--- config.mk ---
export PLATFORM = sky130hd
export DESIGN_NAME = length_prefixed_message_deframer_top_flat
export DESIGN_NICKNAME = d
export VERILOG_FILES = /design/src/lpmd_pkg.sv /design/src/lpmd_ifs.sv /design/src/lpmd_in_reg.sv /design/src/lpmd_core.sv /design/src/lpmd_out_reg.sv /design/src/length_prefixed_message_deframer_top.sv /design/src/flat_wrapper.sv
export SDC_FILE = /design/constraint.sdc
export NUM_CORES = 1
export LEC_CHECK = 0
export ABC_AREA = 1
export BUFFER_PORTS_ARGS = -buffer_cell sky130_fd_sc_hd__buf_2
export CAP_MARGIN = 20
export CORE_MARGIN = 5
export CORE_UTILIZATION = 39
export CTS_CLUSTER_SIZE = 25
export DETAILED_ROUTE_END_ITERATION = 8
export GPL_TIMING_DRIVEN = 0
export HOLD_SLACK_MARGIN = 0.08
export PLACE_DENSITY = 0.57
export SETUP_SLACK_MARGIN = 0.4
export SYNTH_ARGS = -nofsm -noshare
export SYNTH_HDL_FRONTEND = slang
export SYNTH_HIERARCHICAL = 1
export SYNTH_SLANG_ARGS = --single-unit
export TNS_END_PERCENT = 50
--- constraint.sdc ---
create_clock -name clk -period 5.25 [get_ports clk]
set_input_delay 1.05 -clock clk [delete_from_list [all_inputs] [get_ports clk]]
set_output_delay 1.05 -clock clk [all_outputs]
set_load 0.05 [all_outputs]
--- src/lpmd_pkg.sv ---
// shared types and constants for the length-prefixed message deframer
package lpmd_pkg;

  localparam int unsigned MaxLenW     = 15;
  localparam int unsigned FieldW      = 16;
  localparam logic [MaxLenW-1:0] MaxLenReset = 15'd1024;

  typedef enum logic [1:0] {
    PH_HEADER  = 2'd0,
    PH_PAYLOAD = 2'd1,
    PH_HALTED  = 2'd2
  } phase_t;

  typedef enum logic [1:0] {
    KIND_PAYLOAD = 2'd0,
    KIND_EMPTY   = 2'd1,
    KIND_ERROR   = 2'd2
  } kind_t;

  typedef struct packed {
    kind_t             kind;
    logic [FieldW-1:0] message_id;
    logic [FieldW-1:0] message_len;
    logic [7:0]        payload_byte;
    logic              last;
  } res_t;

endpackage

--- src/lpmd_ifs.sv ---
// stream interfaces for received bytes and deframed results
interface lpmd_byte_if;
  logic       valid;
  logic       ready;
  logic [7:0] rx_byte;

  modport source (output valid, output rx_byte, input ready);
  modport sink   (input valid, input rx_byte, output ready);
endinterface

interface lpmd_result_if;
  logic        valid;
  logic        ready;
  logic [1:0]  kind;
  logic [15:0] message_id;
  logic [15:0] message_len;
  logic [7:0]  payload_byte;
  logic        last;

  modport source (output valid, output kind, output message_id, output message_len,
                  output payload_byte, output last, input ready);
  modport sink   (input valid, input kind, input message_id, input message_len,
                  input payload_byte, input last, output ready);
endinterface

--- src/lpmd_in_reg.sv ---
// input register holding one received byte until the core takes it
module lpmd_in_reg (
  input  logic       clk,
  input  logic       rst,
  lpmd_byte_if.sink  rx,
  input  logic       take,
  output logic       held_valid,
  output logic [7:0] held_byte
);

  logic       held_valid_next;

  assign rx.ready = !held_valid || take;

  always_comb begin
    held_valid_next = held_valid;
    if (rx.ready) begin
      held_valid_next = rx.valid;
    end
  end

  always_ff @(posedge clk) begin
    if (rst) begin
      held_valid <= 1'b0;
    end else begin
      held_valid <= held_valid_next;
    end
    if (rx.ready && rx.valid) begin
      held_byte <= rx.rx_byte;
    end
  end

endmodule

--- src/lpmd_core.sv ---
// header parser, payload counter and length check
module lpmd_core (
  input  logic                       clk,
  input  logic                       rst,
  input  logic                       cfg_wr_en,
  input  logic [lpmd_pkg::MaxLenW-1:0] cfg_wr_data,
  input  logic                       step,
  input  logic [7:0]                 in_byte,
  output logic                       res_valid,
  output lpmd_pkg::res_t             res
);
  import lpmd_pkg::*;

  logic [MaxLenW-1:0] max_len;
  phase_t             phase, phase_next;
  logic [1:0]         header_count, header_count_next;
  logic [23:0]        header_bytes, header_bytes_next;
  logic [FieldW-1:0]  current_id, current_id_next;
  logic [FieldW-1:0]  current_len, current_len_next;
  logic [FieldW-1:0]  bytes_left, bytes_left_next;

  logic [FieldW-1:0]  hdr_id;
  logic [FieldW-1:0]  hdr_len;
  logic               len_bad;
  logic               hdr_done;
  logic [FieldW-1:0]  left_dec;
  logic               fin;

  assign hdr_id   = header_bytes[23:8];
  assign hdr_len  = {header_bytes[7:0], in_byte};
  assign len_bad  = hdr_len[FieldW-1] || (hdr_len[MaxLenW-1:0] > max_len);
  assign hdr_done = (header_count == 2'd3);
  assign left_dec = bytes_left - 16'd1;
  assign fin      = (left_dec == '0);

  // next state
  always_comb begin
    phase_next        = phase;
    header_count_next = header_count;
    header_bytes_next = header_bytes;
    current_id_next   = current_id;
    current_len_next  = current_len;
    bytes_left_next   = bytes_left;
    unique case (phase)
      PH_HEADER: begin
        if (!hdr_done) begin
          header_bytes_next = {header_bytes[15:0], in_byte};
          header_count_next = header_count + 2'd1;
        end else begin
          current_id_next   = hdr_id;
          current_len_next  = hdr_len;
          header_count_next = 2'd0;
          header_bytes_next = '0;
          if (len_bad) begin
            phase_next      = PH_HALTED;
            bytes_left_next = '0;
          end else if (hdr_len == '0) begin
            bytes_left_next = '0;
          end else begin
            bytes_left_next = hdr_len;
            phase_next      = PH_PAYLOAD;
          end
        end
      end
      PH_PAYLOAD: begin
        bytes_left_next = left_dec;
        if (fin) begin
          phase_next = PH_HEADER;
        end
      end
      default: begin
        phase_next = phase;
      end
    endcase
  end

  // result
  always_comb begin
    res_valid        = 1'b0;
    res.kind         = KIND_PAYLOAD;
    res.message_id   = current_id;
    res.message_len  = current_len;
    res.payload_byte = 8'd0;
    res.last         = 1'b0;
    unique case (phase)
      PH_HEADER: begin
        res.message_id  = hdr_id;
        res.message_len = hdr_len;
        if (hdr_done && len_bad) begin
          res_valid = 1'b1;
          res.kind  = KIND_ERROR;
          res.last  = 1'b1;
        end else if (hdr_done && (hdr_len == '0)) begin
          res_valid = 1'b1;
          res.kind  = KIND_EMPTY;
          res.last  = 1'b1;
        end
      end
      PH_PAYLOAD: begin
        res_valid        = 1'b1;
        res.kind         = KIND_PAYLOAD;
        res.payload_byte = in_byte;
        res.last         = fin;
      end
      default: begin
        res_valid = 1'b0;
      end
    endcase
  end

  always_ff @(posedge clk) begin
    if (rst) begin
      max_len      <= MaxLenReset;
      phase        <= PH_HEADER;
      header_count <= 2'd0;
      header_bytes <= '0;
      current_id   <= '0;
      current_len  <= '0;
      bytes_left   <= '0;
    end else begin
      if (cfg_wr_en) begin
        max_len <= cfg_wr_data;
      end
      if (step) begin
        phase        <= phase_next;
        header_count <= header_count_next;
        header_bytes <= header_bytes_next;
        current_id   <= current_id_next;
        current_len  <= current_len_next;
        bytes_left   <= bytes_left_next;
      end
    end
  end

endmodule

--- src/lpmd_out_reg.sv ---
// result register driving the outgoing channel
module lpmd_out_reg (
  input  logic           clk,
  input  logic           rst,
  input  logic           load,
  input  lpmd_pkg::res_t res,
  output logic           free,
  lpmd_result_if.source  tx
);
  import lpmd_pkg::*;

  logic out_valid;
  res_t held;

  assign free            = !out_valid || tx.ready;
  assign tx.valid        = out_valid;
  assign tx.kind         = held.kind;
  assign tx.message_id   = held.message_id;
  assign tx.message_len  = held.message_len;
  assign tx.payload_byte = held.payload_byte;
  assign tx.last         = held.last;

  always_ff @(posedge clk) begin
    if (rst) begin
      out_valid <= 1'b0;
    end else if (free) begin
      out_valid <= load;
    end
    if (free && load) begin
      held <= res;
    end
  end

endmodule

--- src/length_prefixed_message_deframer_top.sv ---
// top level of the length-prefixed message deframer
//
//   channel  dir  payload                                              handshake
//   rx       in   rx_byte                                              valid/ready
//   tx       out  kind, message_id, message_len, payload_byte, last    valid/ready
//   cfg      in   cfg_wr_data (max_payload_len)                        cfg_wr_en
//
// one byte per cycle sustained while tx accepts; the rx byte passes through the input register,
// then parser logic into the result register, which drives tx valid
// rst is synchronous; max_payload_len returns to 1024 and the parser to header phase
// a stalled tx holds the result register and backs up rx through the input register
module length_prefixed_message_deframer_top (
  input  logic                         clk,
  input  logic                         rst,
  lpmd_byte_if.sink                    rx,
  lpmd_result_if.source                tx,
  input  logic                         cfg_wr_en,
  input  logic [lpmd_pkg::MaxLenW-1:0] cfg_wr_data
);
  import lpmd_pkg::*;

  logic       held_valid;
  logic [7:0] held_byte;
  logic       free;
  logic       step;
  logic       res_valid;
  res_t       res;

  assign step = held_valid && free;

  lpmd_in_reg u_in_reg (
    .clk        (clk),
    .rst        (rst),
    .rx         (rx),
    .take       (step),
    .held_valid (held_valid),
    .held_byte  (held_byte)
  );

  lpmd_core u_core (
    .clk         (clk),
    .rst         (rst),
    .cfg_wr_en   (cfg_wr_en),
    .cfg_wr_data (cfg_wr_data),
    .step        (step),
    .in_byte     (held_byte),
    .res_valid   (res_valid),
    .res         (res)
  );

  lpmd_out_reg u_out_reg (
    .clk  (clk),
    .rst  (rst),
    .load (step && res_valid),
    .res  (res),
    .free (free),
    .tx   (tx)
  );

endmodule

--- src/flat_wrapper.sv ---
// flat-port wrapper written by rule: the top's interface ports become plain ports
module length_prefixed_message_deframer_top_flat import lpmd_pkg::*;
  (clk, rst, cfg_wr_en, cfg_wr_data, rx_valid, rx_rx_byte, rx_ready, tx_valid, tx_kind, tx_message_id, tx_message_len, tx_payload_byte, tx_last, tx_ready);
  lpmd_byte_if rx_i ();
  lpmd_result_if tx_i ();
  input  logic clk;
  input  logic rst;
  input  logic cfg_wr_en;
  input  logic [lpmd_pkg::MaxLenW-1:0] cfg_wr_data;
  input wire logic [$bits(rx_i.valid)-1:0] rx_valid;
  input wire logic [$bits(rx_i.rx_byte)-1:0] rx_rx_byte;
  output wire logic [$bits(rx_i.ready)-1:0] rx_ready;
  output wire logic [$bits(tx_i.valid)-1:0] tx_valid;
  output wire logic [$bits(tx_i.kind)-1:0] tx_kind;
  output wire logic [$bits(tx_i.message_id)-1:0] tx_message_id;
  output wire logic [$bits(tx_i.message_len)-1:0] tx_message_len;
  output wire logic [$bits(tx_i.payload_byte)-1:0] tx_payload_byte;
  output wire logic [$bits(tx_i.last)-1:0] tx_last;
  input wire logic [$bits(tx_i.ready)-1:0] tx_ready;
  assign rx_i.valid = rx_valid;
  assign rx_i.rx_byte = rx_rx_byte;
  assign rx_ready = rx_i.ready;
  assign tx_valid = tx_i.valid;
  assign tx_kind = tx_i.kind;
  assign tx_message_id = tx_i.message_id;
  assign tx_message_len = tx_i.message_len;
  assign tx_payload_byte = tx_i.payload_byte;
  assign tx_last = tx_i.last;
  assign tx_i.ready = tx_ready;
  length_prefixed_message_deframer_top u_core (.clk(clk), .rst(rst), .rx(rx_i), .tx(tx_i), .cfg_wr_en(cfg_wr_en), .cfg_wr_data(cfg_wr_data));
endmodule
After elaboration in Yosys (flattened, before gate mapping)

Cells that the tools add are included.

Word-level logic and storage cells: 63
Bits in registers: 144

Bitwise gates (word level): 1
Mux-type cells: 18
Add/sub/neg operators: 2
Reduce and logical (&&, ||, !) cells: 20
Eq/ne operators: 5
$lt $le $gt $ge: 1

Operator list:

| kind                                                                 | count |
|---|---|
| 16-bit two-way mux                                                   | 3 |
| 16-bit logical NOT                                                   | 2 |
| 32-bit two-way mux                                                   | 1 |
| 16-bit case mux with 2 select lines                                  | 1 |
| 24-bit two-way mux                                                   | 1 |
| 16-bit by 1-bit subtractor with 16-bit output, second input constant | 1 |
| 15-bit > comparator                                                  | 1 |
| 2-bit two-way mux                                                    | 6 |
| 1-bit logical AND                                                    | 6 |
| 3-bit AND reduction                                                  | 2 |
| 5-bit AND reduction                                                  | 1 |
| 2-bit != test, second input constant                                 | 2 |
| 1-bit case mux with 2 select lines                                   | 2 |
| 2-bit case mux with 2 select lines                                   | 1 |
| 1-bit logical OR                                                     | 3 |
| 1-bit two-way mux                                                    | 3 |
| 3-bit != test, second input constant                                 | 1 |
| 2-bit by 1-bit adder with 2-bit output, second input constant        | 1 |
| 2-bit by 1-bit == test with 1-bit output, second input constant      | 1 |
| 2-bit == test, second input constant                                 | 1 |
| 1-bit logical NOT                                                    | 2 |
| 2-bit logical NOT                                                    | 1 |
| 2-bit AND reduction                                                  | 1 |
| 2-bit nonzero test                                                   | 1 |
| other kinds (2)                                                      | 2 |

Longest topological paths before layout

Gate-level depths: netlist of the first run.

Depth in word-level cells: 7
Mapped depth: 17
Gate-level depth less buffers: 16

Modules after synthesis

The synthesis of the first run kept the hierarchy.

Modules (own cells, without submodules):

| module                               | seq. area each (sq um) | instances | cells each | area an instance (sq um) |
|---|---|---|---|---|
| lpmd_core                            | 1,821.7                | 1         | 694        | 4,762.1 |
| lpmd_out_reg                         | 1,311.3                | 1         | 49         | 1,338.8 |
| lpmd_in_reg                          | 260.2                  | 1         | 14         | 287.8 |
| length_prefixed_message_deframer_top | 0.0                    | 1         | 4          | 17.5 |

Least setup slack after synthesis of the first run

Ideal clock, no wire load.

Path type: reg2reg
Start point: register u_core.u_in_reg.held_byte[6]
End point: register u_core.u_out_reg.held, in the netlist u_core/u_out_reg/tx.kind[0] (enable)
Data arrival time: 3,877 ps
Slack: 915 ps
Stages on the path, launching flop included: 17
Buffers on the path: 1
Path through: edfxtp_1 > ha_1 > nand2_1 > nor2_1 > nand2_1 > nand2_1 > nand2_1 > nand2_1 > nand2_1 > nand2_2 > buf_2 > o21ai_1 > nand2_1 > inv_1 > nor2_2 > inv_1 > a21oi_1

Word-level cells in the longest chain between the ends: 7

Ends and longest elaborated chain:

| element                                                   | RTL line                                   | RTL |
|---|---|---|
| from (decl)                                               | lpmd_in_reg.sv:8                           | `output logic [7:0] held_byte` |
| from (signal assigned)                                    | lpmd_in_reg.sv:29                          | `held_byte <= rx.rx_byte;` |
| 15-bit > comparator or 16-bit logical NOT (tied branches) | lpmd_core.sv:31, lpmd_core.sv:93           |  |
| 1-bit logical OR or 1-bit logical AND (tied branches)     | lpmd_core.sv:31, lpmd_core.sv:93           |  |
| 1-bit logical AND or 1-bit two-way mux (tied branches)    | lpmd_core.sv:89, lpmd_core.sv:93           |  |
| 1-bit two-way mux *                                       | lpmd_core.sv:89                            | `if (hdr_done && len_bad) begin` |
| 1-bit case mux with 2 select lines *                      | lpmd_core.sv:85                            | `unique case (phase)` |
| via u_core.res_valid                                      | length_prefixed_message_deframer_top.sv:26 | `logic res_valid;` |
| 1-bit logical AND *                                       | length_prefixed_message_deframer_top.sv:54 | `.load (step && res_valid),` |
| 1-bit logical AND *                                       | lpmd_out_reg.sv:29                         | `if (free && load) begin` |
| to (signal assigned)                                      | lpmd_out_reg.sv:30                         | `held <= res;` |
| to (decl)                                                 | lpmd_out_reg.sv:13                         | `res_t held;` |

The timed path passes the listed nets; every way through them passes the cells marked *.
A chain may end at the register's enable or synchronous reset.

Worst setup path after layout of the first run

Start point: register u_core.u_in_reg.held_byte[2]
End point: register u_core.u_out_reg.held, in the netlist u_core/u_out_reg/tx.message_id[13] (enable)

The elaborated chain is that of the path after synthesis.

==> summary.txt, run 1 <==
Status
  • Status: complete, no violations

Synthesis
  • Syn Area/Cell: 8.418 um^2
  • Register area share after synthesis: 52.97%
  • Adder-cell share of the synthesized area: 3.516%
  • Synth area leader: dfxtp_1
  • Mux contribution to synthesized area: 0%
  • Syn. warnings: 6
  • Synth Area in Compound Gates: 16.91%
  • Synth cell types: 32
  • Syn nets: 807
  • Dominant cells by area after synthesis: dfxtp_1, edfxtp_1, nand2_1
  • Largest family of logic cells by synthesized area: simple AND/OR/NAND/NOR gates
  • Post-synthesis simple-gate area fraction: 18.61%
  • Synth top area share: 29.06%
  • Mapped cell area: 6406 um^2
  • Mapped Cells: 761
  • Register bit count reported by yosys: 144
  • Synth Area in XOR/XNOR: 0.5469%

Clock tree
  • Longest Clk Path Bufs: 2
  • Post-CTS Setup Bufs: 0
  • Post-CTS Hold Buffers: 0
  • CTS tree: built
  • Clk Latency, worst-skew pair: 0.41 ns
  • Clock Sinks: 144
  • Htree depth: 4
  • Clk pin slew, worst setup/hold paths: 0.06 ns
  • Root buf cell: clkbuf_16
  • Post-CTS Resized: 0
  • CTS Buf Count: 17

Final layout
  • Commonest non-fill, non-tap cells in the layout: nand2_1, a21oi_1, dfxtp_1, buf_2, inv_1
  • N_diodes: 0
  • Layout fillers: 1,591
  • Post-route cell area: 7670 um^2
  • Final std cells w/o fill: 1,082
  • Commonest non-fill, non-tap cell in the layout: nand2_1
  • Number of nets in the layout: 899
  • Syn-to-layout area delta: 19.73%
  • Share of cells above drive strength 1: 17.90%

Floorplanning
  • DIE AREA: 19,090 um^2
  • Initial core utilization: 40.04%
  • Core area: 16,000 um^2
  • Ports: 73
  • FP Rows: 46
  • Chip Width: 138.2 um
  • Die height: 138.2 um

Routing
  • Final WL: 15,990 um
  • DR iter-0 viols: 410
  • Via/cell ratio: 4.880
  • Drt drc: 0
  • Detail Route Antenna Nets: 0
  • Vias: 5,280
  • WL per Instance: 14.78 um
  • Pre-antenna DRT Iters: 5

Global route
  • Largest net degree at the start of global routing: 32
  • GRT Residual Overflow: 0
  • Number of global-route vias before repair: 4,999
  • Antenna violations before repair: 0
  • First-pass GRT wire length: 25,880 um
  • GR Util All Layers: 16.79%

Worst setup path
  • WP data required: 5.36 ns
  • Worst R2R End: u_core/u_out_reg/tx.message_id[13]
  • Worst setup SP type: flop
  • Setup slack, reg-to-reg: 2.10 ns
  • Critical path type: reg -> reg
  • Reg2reg path depth: 17
  • Worst Setup End Kind: flop
  • Crit path from: u_core/u_in_reg/held_byte[2]
  • Crit Path Max Fanout: 31
  • CP Data Arrival Time: 3.26 ns
  • Worst R2R Start: u_core/u_in_reg/held_byte[2]

Power
  • Clk network pwr share: 46.5%
  • Maximum vdd ir drop: 183.1 uV
  • LEAKAGE: 3.105 nW
  • Net Sw Power: 603.2 uW
  • Pint: 2.012 mW
  • Power per cell area: 340.9 nW/um^2
  • Sw frac: 23.07%
  • Sequential share of power: 45.9%
  • Combinational power share: 7.6%
  • Final Power: 2.615 mW

Place
  • IO buf count: 72
  • Dpl hpwl: 11,910 um
  • Dpl cells: 1,050
  • Placed cell area: 7068 um^2
  • GPL Wtd Cong: 0.8351

STA
  • TNS Setup: 0 ns
  • Minimum hold slack: 0.4648 ns
  • Final worst-path cycle share: 59.97%
  • Setup Skew: 0.007718 ns
  • Max Slew Vio Count: 0
  • Worst slew margin: 48.63%
  • Least-Margin Pin Slew: 0.7706 ns
  • Fin. Hold Viols: 0
  • # setup viols final: 0
  • Timing-limited maximum frequency: 0.3176 GHz
  • Unrepaired setup endpoints after global routing: no
  • Final Critical Period: 3.149 ns

Job
  • Max_cap viols: 0

Worst hold path
  • WHS Path Cells: 2
  • WHS Endpoint: u_core/u_core/max_len[5]
  • HP Class: reg -> reg
  • Hold_sp: u_core/u_core/max_len[5]
## final cells by class
cell class                      instances  area, um^2  share of cell area [%]
Multi-Input combinational cell        494        2547                   33.21
Buffer                                 37       153.9                   2.007
Sequential cell                       144        3393                   44.24
Clock inverter                         10       137.6                   1.794
Clock buffer                           22       464.2                   6.052
Tap cell                              216       270.3                   3.524
Inverter                               86       322.8                   4.209
Timing Repair Buffer                   73       380.4                   4.959
## cells in the mapped netlist, drive strengths merged
cell type,count
a21o,1
a21oi,100
a22oi,1
buf,9
clkbuf,28
dfxtp,93
edfxtp,51
ha,18
inv,86
nand2,149
nand3,40
nand3b,3
nand4,7
nor2,64
nor3,2
nor4,1
o21ai,93
o21bai,10
o32ai,1
xnor2,1
xor2,3
## per-stage QoR
stage / worst slack (ns) / utilization [%]
detailed placement: 2.110 / 44.17
finish: 2.101 / 47.94
CTS: 2.096 / 47.94
floorplan: 0.9154 / -
global route: 1.766 / 47.94
global placement: -0.3294 / 43.98
## logic make-up (layout without fill, tap and decap cells)
family | after synthesis | after routing
simple gates | 266 | 266
compound gates | 206 | 206
flops | 144 | 144
buf+inv | 123 | 228
fa+ha+maj | 18 | 18
xor+xnor | 4 | 4
## power by group through the flow
stage | logic (mW) | registers [mW] | clock network, mW
2_1_floorplan | 0.133 | 1.22 | 0
3_3_place_gp | 0.195 | 1.22 | 0
3_5_place_dp | 0.197 | 1.22 | 0
4_1_cts | 0.199 | 1.20 | 1.24
5_1_grt | 0.226 | 1.20 | 1.29
6_report | 0.200 | 1.20 | 1.22
## how the worst max path moves through the flow
stage,endpoint,slack (ns),cells after the start
detailed placement,u_core/u_out_reg/tx.message_id[13],2.11,17
finish,u_core/u_out_reg/tx.message_id[13],2.10,17
CTS,u_core/u_out_reg/tx.message_id[13],2.10,17
floorplan,u_core/u_out_reg/tx.kind[0],0.92,16
global route,u_core/u_out_reg/tx.message_id[13],1.77,18
global placement,u_core/u_out_reg/tx.message_id[13],-0.33,16
## sequential cells by signal, indices dropped and copies added (netlist names)
signal,cells
u_core/u_in_reg/held_byte,8
u_core/u_core/bytes_left,16
u_core/u_out_reg/tx.message_id,16
u_core/u_out_reg/tx.last,1
u_core/u_out_reg/tx.payload_byte,8
u_core/u_out_reg/tx.valid,1
u_core/u_core/header_count,2
u_core/u_out_reg/tx.kind,2
u_core/u_in_reg/held_valid,1
u_core/u_core/current_id,16
u_core/u_core/max_len,15
u_core/u_core/current_len,16
u_core/u_core/phase,2
u_core/u_core/header_bytes,24
u_core/u_out_reg/tx.message_len,16
## critical path: stages, from the launching register on
cell and delay [ns]:
edfxtp_1 0.51, ha_1 0.35, nand2_1 0.06, o21ai_1 0.11, nand2_1 0.06, nand2_1 0.06
nand2_1 0.05, nand2_1 0.06, nand2_1 0.09, nand2_2 0.14, buf_2 0.22, o21ai_1 0.12
nand2_1 0.09, inv_1 0.05, nor2_2 0.09, inv_1 0.08, a21oi_4 0.41, buf_12 0.26
## metal layers
metal | share of wire (%) | wire length, um | GRT usage (%) | vias to the layer above
li1 | - | - | - | 2718
met1 | 48 | 7678 | 22.34 | 2414
met2 | 46 | 7359 | 27.13 | 123
met3 | 4.1 | 657 | 3.897 | 25
met4 | 1.9 | 298 | 5.512 | 0
met5 | 0 | 0 | 0 | -
No activity file was read; power rests on OpenSTA's default activity.
==> run 2, diff against run 1 <==
- ABC_AREA: 1 -> 0
- PLACE_DENSITY: 0.57 -> 0.59
- clock period: 5.25 -> 2.7 ns (I/O delays scaled with it)
==> run 2 against run 1 <==
Against the previous run:
- fmax up 25%
- first-iteration DRC count is 24% higher
- worst hold slack lost 0.18 ns
- sequential power is 93% higher
- global-route usage is 2.8 points higher
- area after synthesis rose by 1.9%
- critical endpoint is now u_core/u_out_reg/tx.payload_byte[4]
- synthesized cell count decreased by 12%
==> summary.txt, run 2 <==
Status
  • Status: complete, no violations (unchanged)

Synthesis
  • Register area share after synthesis: 51.98% (was 52.97%)
  • Synth Area in Compound Gates: 12.56% (was 16.91%)
  • Largest family of logic cells by synthesized area: simple AND/OR/NAND/NOR gates (unchanged)
  • Synth top cells by count: dfxtp_1, a21oi_1, nand2_1 (was nand2_1, a21oi_1, dfxtp_1)
  • Synth Area in XOR/XNOR: 1.073% (was 0.5469%)
  • Main flop type after synthesis: dfxtp_1 (unchanged)
  • Count leader, synth: dfxtp_1 (was nand2_1)
  • Syn. warnings: 6 (unchanged)
  • Asr flop ratio synth: 0% (unchanged)
  • Synth area leader: dfxtp_1 (unchanged)
  • Mapped Cells: 666 (was 761)
  • Adder-cell share of the synthesized area: 3.450% (was 3.516%)
  • EDFF count, synth: 51 (unchanged)
  • Mapped cell area: 6528 um^2 (was 6406 um^2)
  • Synth cell types: 64 (was 32)
  • Syn nets: 712 (was 807)
  • Dominant cells by area after synthesis: dfxtp_1, edfxtp_1, a21oi_1 (was dfxtp_1, edfxtp_1, nand2_1)
  • Register bit count reported by yosys: 144 (unchanged)
  • Syn Area/Cell: 9.801 um^2 (was 8.418 um^2)
  • Mux contribution to synthesized area: 7.667% (was 0%)
  • Post-synthesis simple-gate area fraction: 18.65% (was 18.61%)
  • Synth top area share: 28.52% (was 29.06%)

Worst hold path
  • Hold_sp: rx_rx_byte[7] (was u_core/u_core/max_len[5])
  • HP Class: in -> reg (was reg -> reg)

Routing
  • Drt drc: 0 (unchanged)
  • Detail Route Antenna Nets: 0 (unchanged)
  • Via/cell ratio: 5.281 (was 4.880)
  • Vias: 5,439 (was 5,280)
  • Pre-antenna DRT Iters: 5 (unchanged)
  • Final WL: 18,950 um (was 15,990 um)
  • WL per Instance: 18.40 um (was 14.78 um)
  • DR iter-0 viols: 508 (was 410)

Clock tree
  • Longest Clk Path Bufs: 2 (unchanged)
  • Post-CTS Hold Buffers: 0 (unchanged)
  • CTS tree: built (unchanged)
  • Root buf cell: clkbuf_16 (unchanged)
  • Clk pin slew, worst setup/hold paths: 0.06 ns (about the same)
  • Clock Sinks: 144 (unchanged)
  • CTS Buf Count: 17 (unchanged)
  • Htree depth: 4 (unchanged)
  • Clk Latency, worst-skew pair: 0.43 ns (was 0.41 ns)

Final layout
  • Commonest non-fill, non-tap cell in the layout: a21oi_1 (was nand2_1)
  • Syn-to-layout area delta: 27.60% (was 19.73%)
  • Number of nets in the layout: 843 (was 899)
  • Area taken by flip-flops and latches: 3430 um^2 (was 3393 um^2)
  • Post-route cell area: 8329 um^2 (was 7670 um^2)
  • N_diodes: 0 (unchanged)
  • Layout fillers: 1,527 (was 1,591)
  • Final std cells w/o fill: 1,030 (was 1,082)
  • Share of cells above drive strength 1: 29.51% (was 17.90%)
  • Most flops, register: u_core/u_core/header_bytes (unchanged)
  • Multi-input gate area: 3069 um^2 (was 2547 um^2)
  • Max reg flops: 24 (unchanged)
  • Commonest non-fill, non-tap cells in the layout: a21oi_1, dfxtp_1, nand2_1, buf_2, nor2_1 (was nand2_1, a21oi_1, dfxtp_1, buf_2, inv_1)

Worst setup path
  • CP Data Arrival Time: 2.69 ns (was 3.26 ns)
  • Worst Setup End Kind: flop (unchanged)
  • Cell mode on critical path: a21o_1 (was nand2_1)
  • Crit Path Max Fanout: 6 (was 31)
  • Worst R2R Start: u_core/u_core/header_bytes[4] (was u_core/u_in_reg/held_byte[2])
  • Worst setup SP type: flop (unchanged)
  • Setup slack, reg-to-reg: 0.19 ns (was 2.10 ns)
  • CP Cell Sequence: ha_4 -> a21o_1 -> a21o_1 -> a2111oi_4 -> a22o_1 -> nand3_2 -> a31o_4 -> and3_4 -> and2_4 (was ha_1 -> nand2_1 -> o21ai_1 -> nand2_1 -> nand2_1 -> nand2_1 -> nand2_1 -> nand2_1 -> nand2_2 -> buf_2 -> o21ai_1 -> nand2_1 -> inv_1 -> nor2_2 -> inv_1 -> a21oi_4 -> buf_12)
  • CP delay by family, top: compound AO/OA/AOI/OAI gates (was simple AND/OR/NAND/NOR gates)
  • Bufs and invs on worst path: 0 (was 4)
  • WP data required: 2.87 ns (was 5.36 ns)
  • Crit path from: u_core/u_core/header_bytes[4] (was u_core/u_in_reg/held_byte[2])
  • Critical path type: reg -> reg (unchanged)
  • Worst path slowest cell: dfxtp_4 (was edfxtp_1)
  • Max incr delay on CP: 0.36 ns (was 0.51 ns)

Floorplanning
  • Ports: 73 (unchanged)
  • Core area: 16,520 um^2 (was 16,000 um^2)
  • FP Rows: 47 (was 46)
  • Chip Width: 139.4 um (was 138.2 um)
  • Initial core utilization: 39.50% (was 40.04%)
  • Die height: 139.4 um (was 138.2 um)
  • DIE AREA: 19,420 um^2 (was 19,090 um^2)

Place
  • Dpl cells: 957 (was 1,050)
  • Setup WS pre-CTS: -0.3424 ns (was 2.110 ns)
  • Dpl hpwl: 11,970 um (was 11,910 um)
  • GPL Wtd Cong: 0.8810 (was 0.8351)
  • IO buf count: 71 (was 72)
  • Placed cell area: 7198 um^2 (was 7068 um^2)

Power
  • Maximum vdd ir drop: 441.5 uV (was 183.1 uV)
  • Power per cell area: 621.4 nW/um^2 (was 340.9 nW/um^2)
  • LEAKAGE: 3.295 nW (was 3.105 nW)

STA
  • Setup Skew: 0.009660 ns (was 0.007718 ns)
  • Max Slew Vio Count: 0 (unchanged)
  • TNS Setup: 0 ns (unchanged)
  • # setup viols final: 0 (unchanged)
  • Timing-limited maximum frequency: 0.3976 GHz (was 0.3176 GHz)
  • Final worst-path setup slack: 0.1851 ns (was 2.101 ns)
  • Worst slew margin: 44.89% (was 48.63%)
  • Final worst-path cycle share: 93.14% (was 59.97%)
  • Least-Margin Pin Slew: 0.8236 ns (was 0.7706 ns)
  • Fin. Hold Viols: 0 (unchanged)
  • Final Critical Period: 2.515 ns (was 3.149 ns)
  • Unrepaired setup endpoints after global routing: yes (was no)

Global route
  • First-pass GRT wire length: 29,520 um (was 25,880 um)
  • GRT Residual Overflow: 0 (unchanged)
  • Largest net degree at the start of global routing: 17 (was 32)
  • Number of global-route vias before repair: 5,263 (was 4,999)
  • Antenna violations before repair: 0 (unchanged)
  • GR Util All Layers: 19.60% (was 16.79%)

Job
  • Max_cap viols: 0 (unchanged)
-- run 2: changes by cell type after synthesis, moves of 9 or more --
cell      before  now
mux2i_1        0   14
o21ai_1       24    0
inv_2         14    0
a21oi_1       97   85
inv_1         72   24
o21ai_0       69   20
clkbuf_1      28   39
mux2_2         0   32
nand2_1      138   76
nor2_1        51   66
nor3b_1        0   23
o21bai_1      10    1
nand2_2       10    0
nand3_1       37    6
-- run 2: final timing paths --
| kind | depth (start not counted) | endpoint |
|---|---|---|
| max | 9 | u_core/u_out_reg/tx.payload_byte[4] |
| min | 1 | u_core/u_in_reg/held_byte[7] |
| max reg2reg | 9 | u_core/u_out_reg/tx.payload_byte[4] |
| min reg2reg | 2 | u_core/u_core/current_id[3] |
-- run 2: layout make-up --
cell class | count | share of cell area [%]
Sequential cell | 144 | 41.17
Multi-Input combinational cell | 458 | 36.85
Tap cell | 220 | 3.305
Clock buffer | 22 | 5.828
Inverter | 24 | 1.082
Buffer | 48 | 2.974
Timing Repair Buffer | 104 | 7.286
Clock inverter | 10 | 1.502
-- run 2: report_power, final --
part | internal, mW | leakage [nW] | switching (mW)
Sequential | 2.28 | 1.26 | 0.0376
Combinational | 0.190 | 1.74 | 0.254
Clock | 1.48 | 0.299 | 0.938
-- run 2: layer usage --
metal | vias to the layer above | wire (um) | global-route usage, %
li1 | 2647 | - | -
met5 | - | 0 | 0
met3 | 37 | 1021 | 4.528
met4 | 0 | 471 | 7.775
met1 | 2571 | 8222 | 24.79
met2 | 184 | 9234 | 32.49
-- run 2: worst reg2reg max path: stages, from the launching register on --
cell and delay (ns):
dfxtp_4 0.36, ha_4 0.24, a21o_1 0.15, a21o_1 0.18
a2111oi_4 0.29, a22o_1 0.24, nand3_2 0.09, a31o_4 0.26
and3_4 0.22, and2_4 0.21
-- run 2: repair_timing --
action,4_1_cts,5_1_grt
gates cloned,8,0
setup endpoints to repair,91,74
pin swaps,20,8
gates resized for setup,49,15
setup buffers,29,4
-- run 2: per-stage QoR --
stage / hold slack, ns / total power, mW / util [%]
2_1_floorplan: 0.4338 / 2.599 / -
3_3_place_gp: 0.4399 / 2.717 / 43.56
3_5_place_dp: 0.4454 / 2.725 / 43.56
4_1_cts: 0.2712 / 5.181 / 49.72
5_1_grt: 0.2704 / 5.359 / 50.41
6_report: 0.2868 / 5.176 / 50.41
-- run 2: logic make-up after synthesis --
kind of cell	Yosys count
AOI/OAI and AO/OA	142
DFF	144
and+or+nand+nor	236
muxes	46
xor gates and xnor gates	8
buffers and inverters	72
adders and majority gates	18
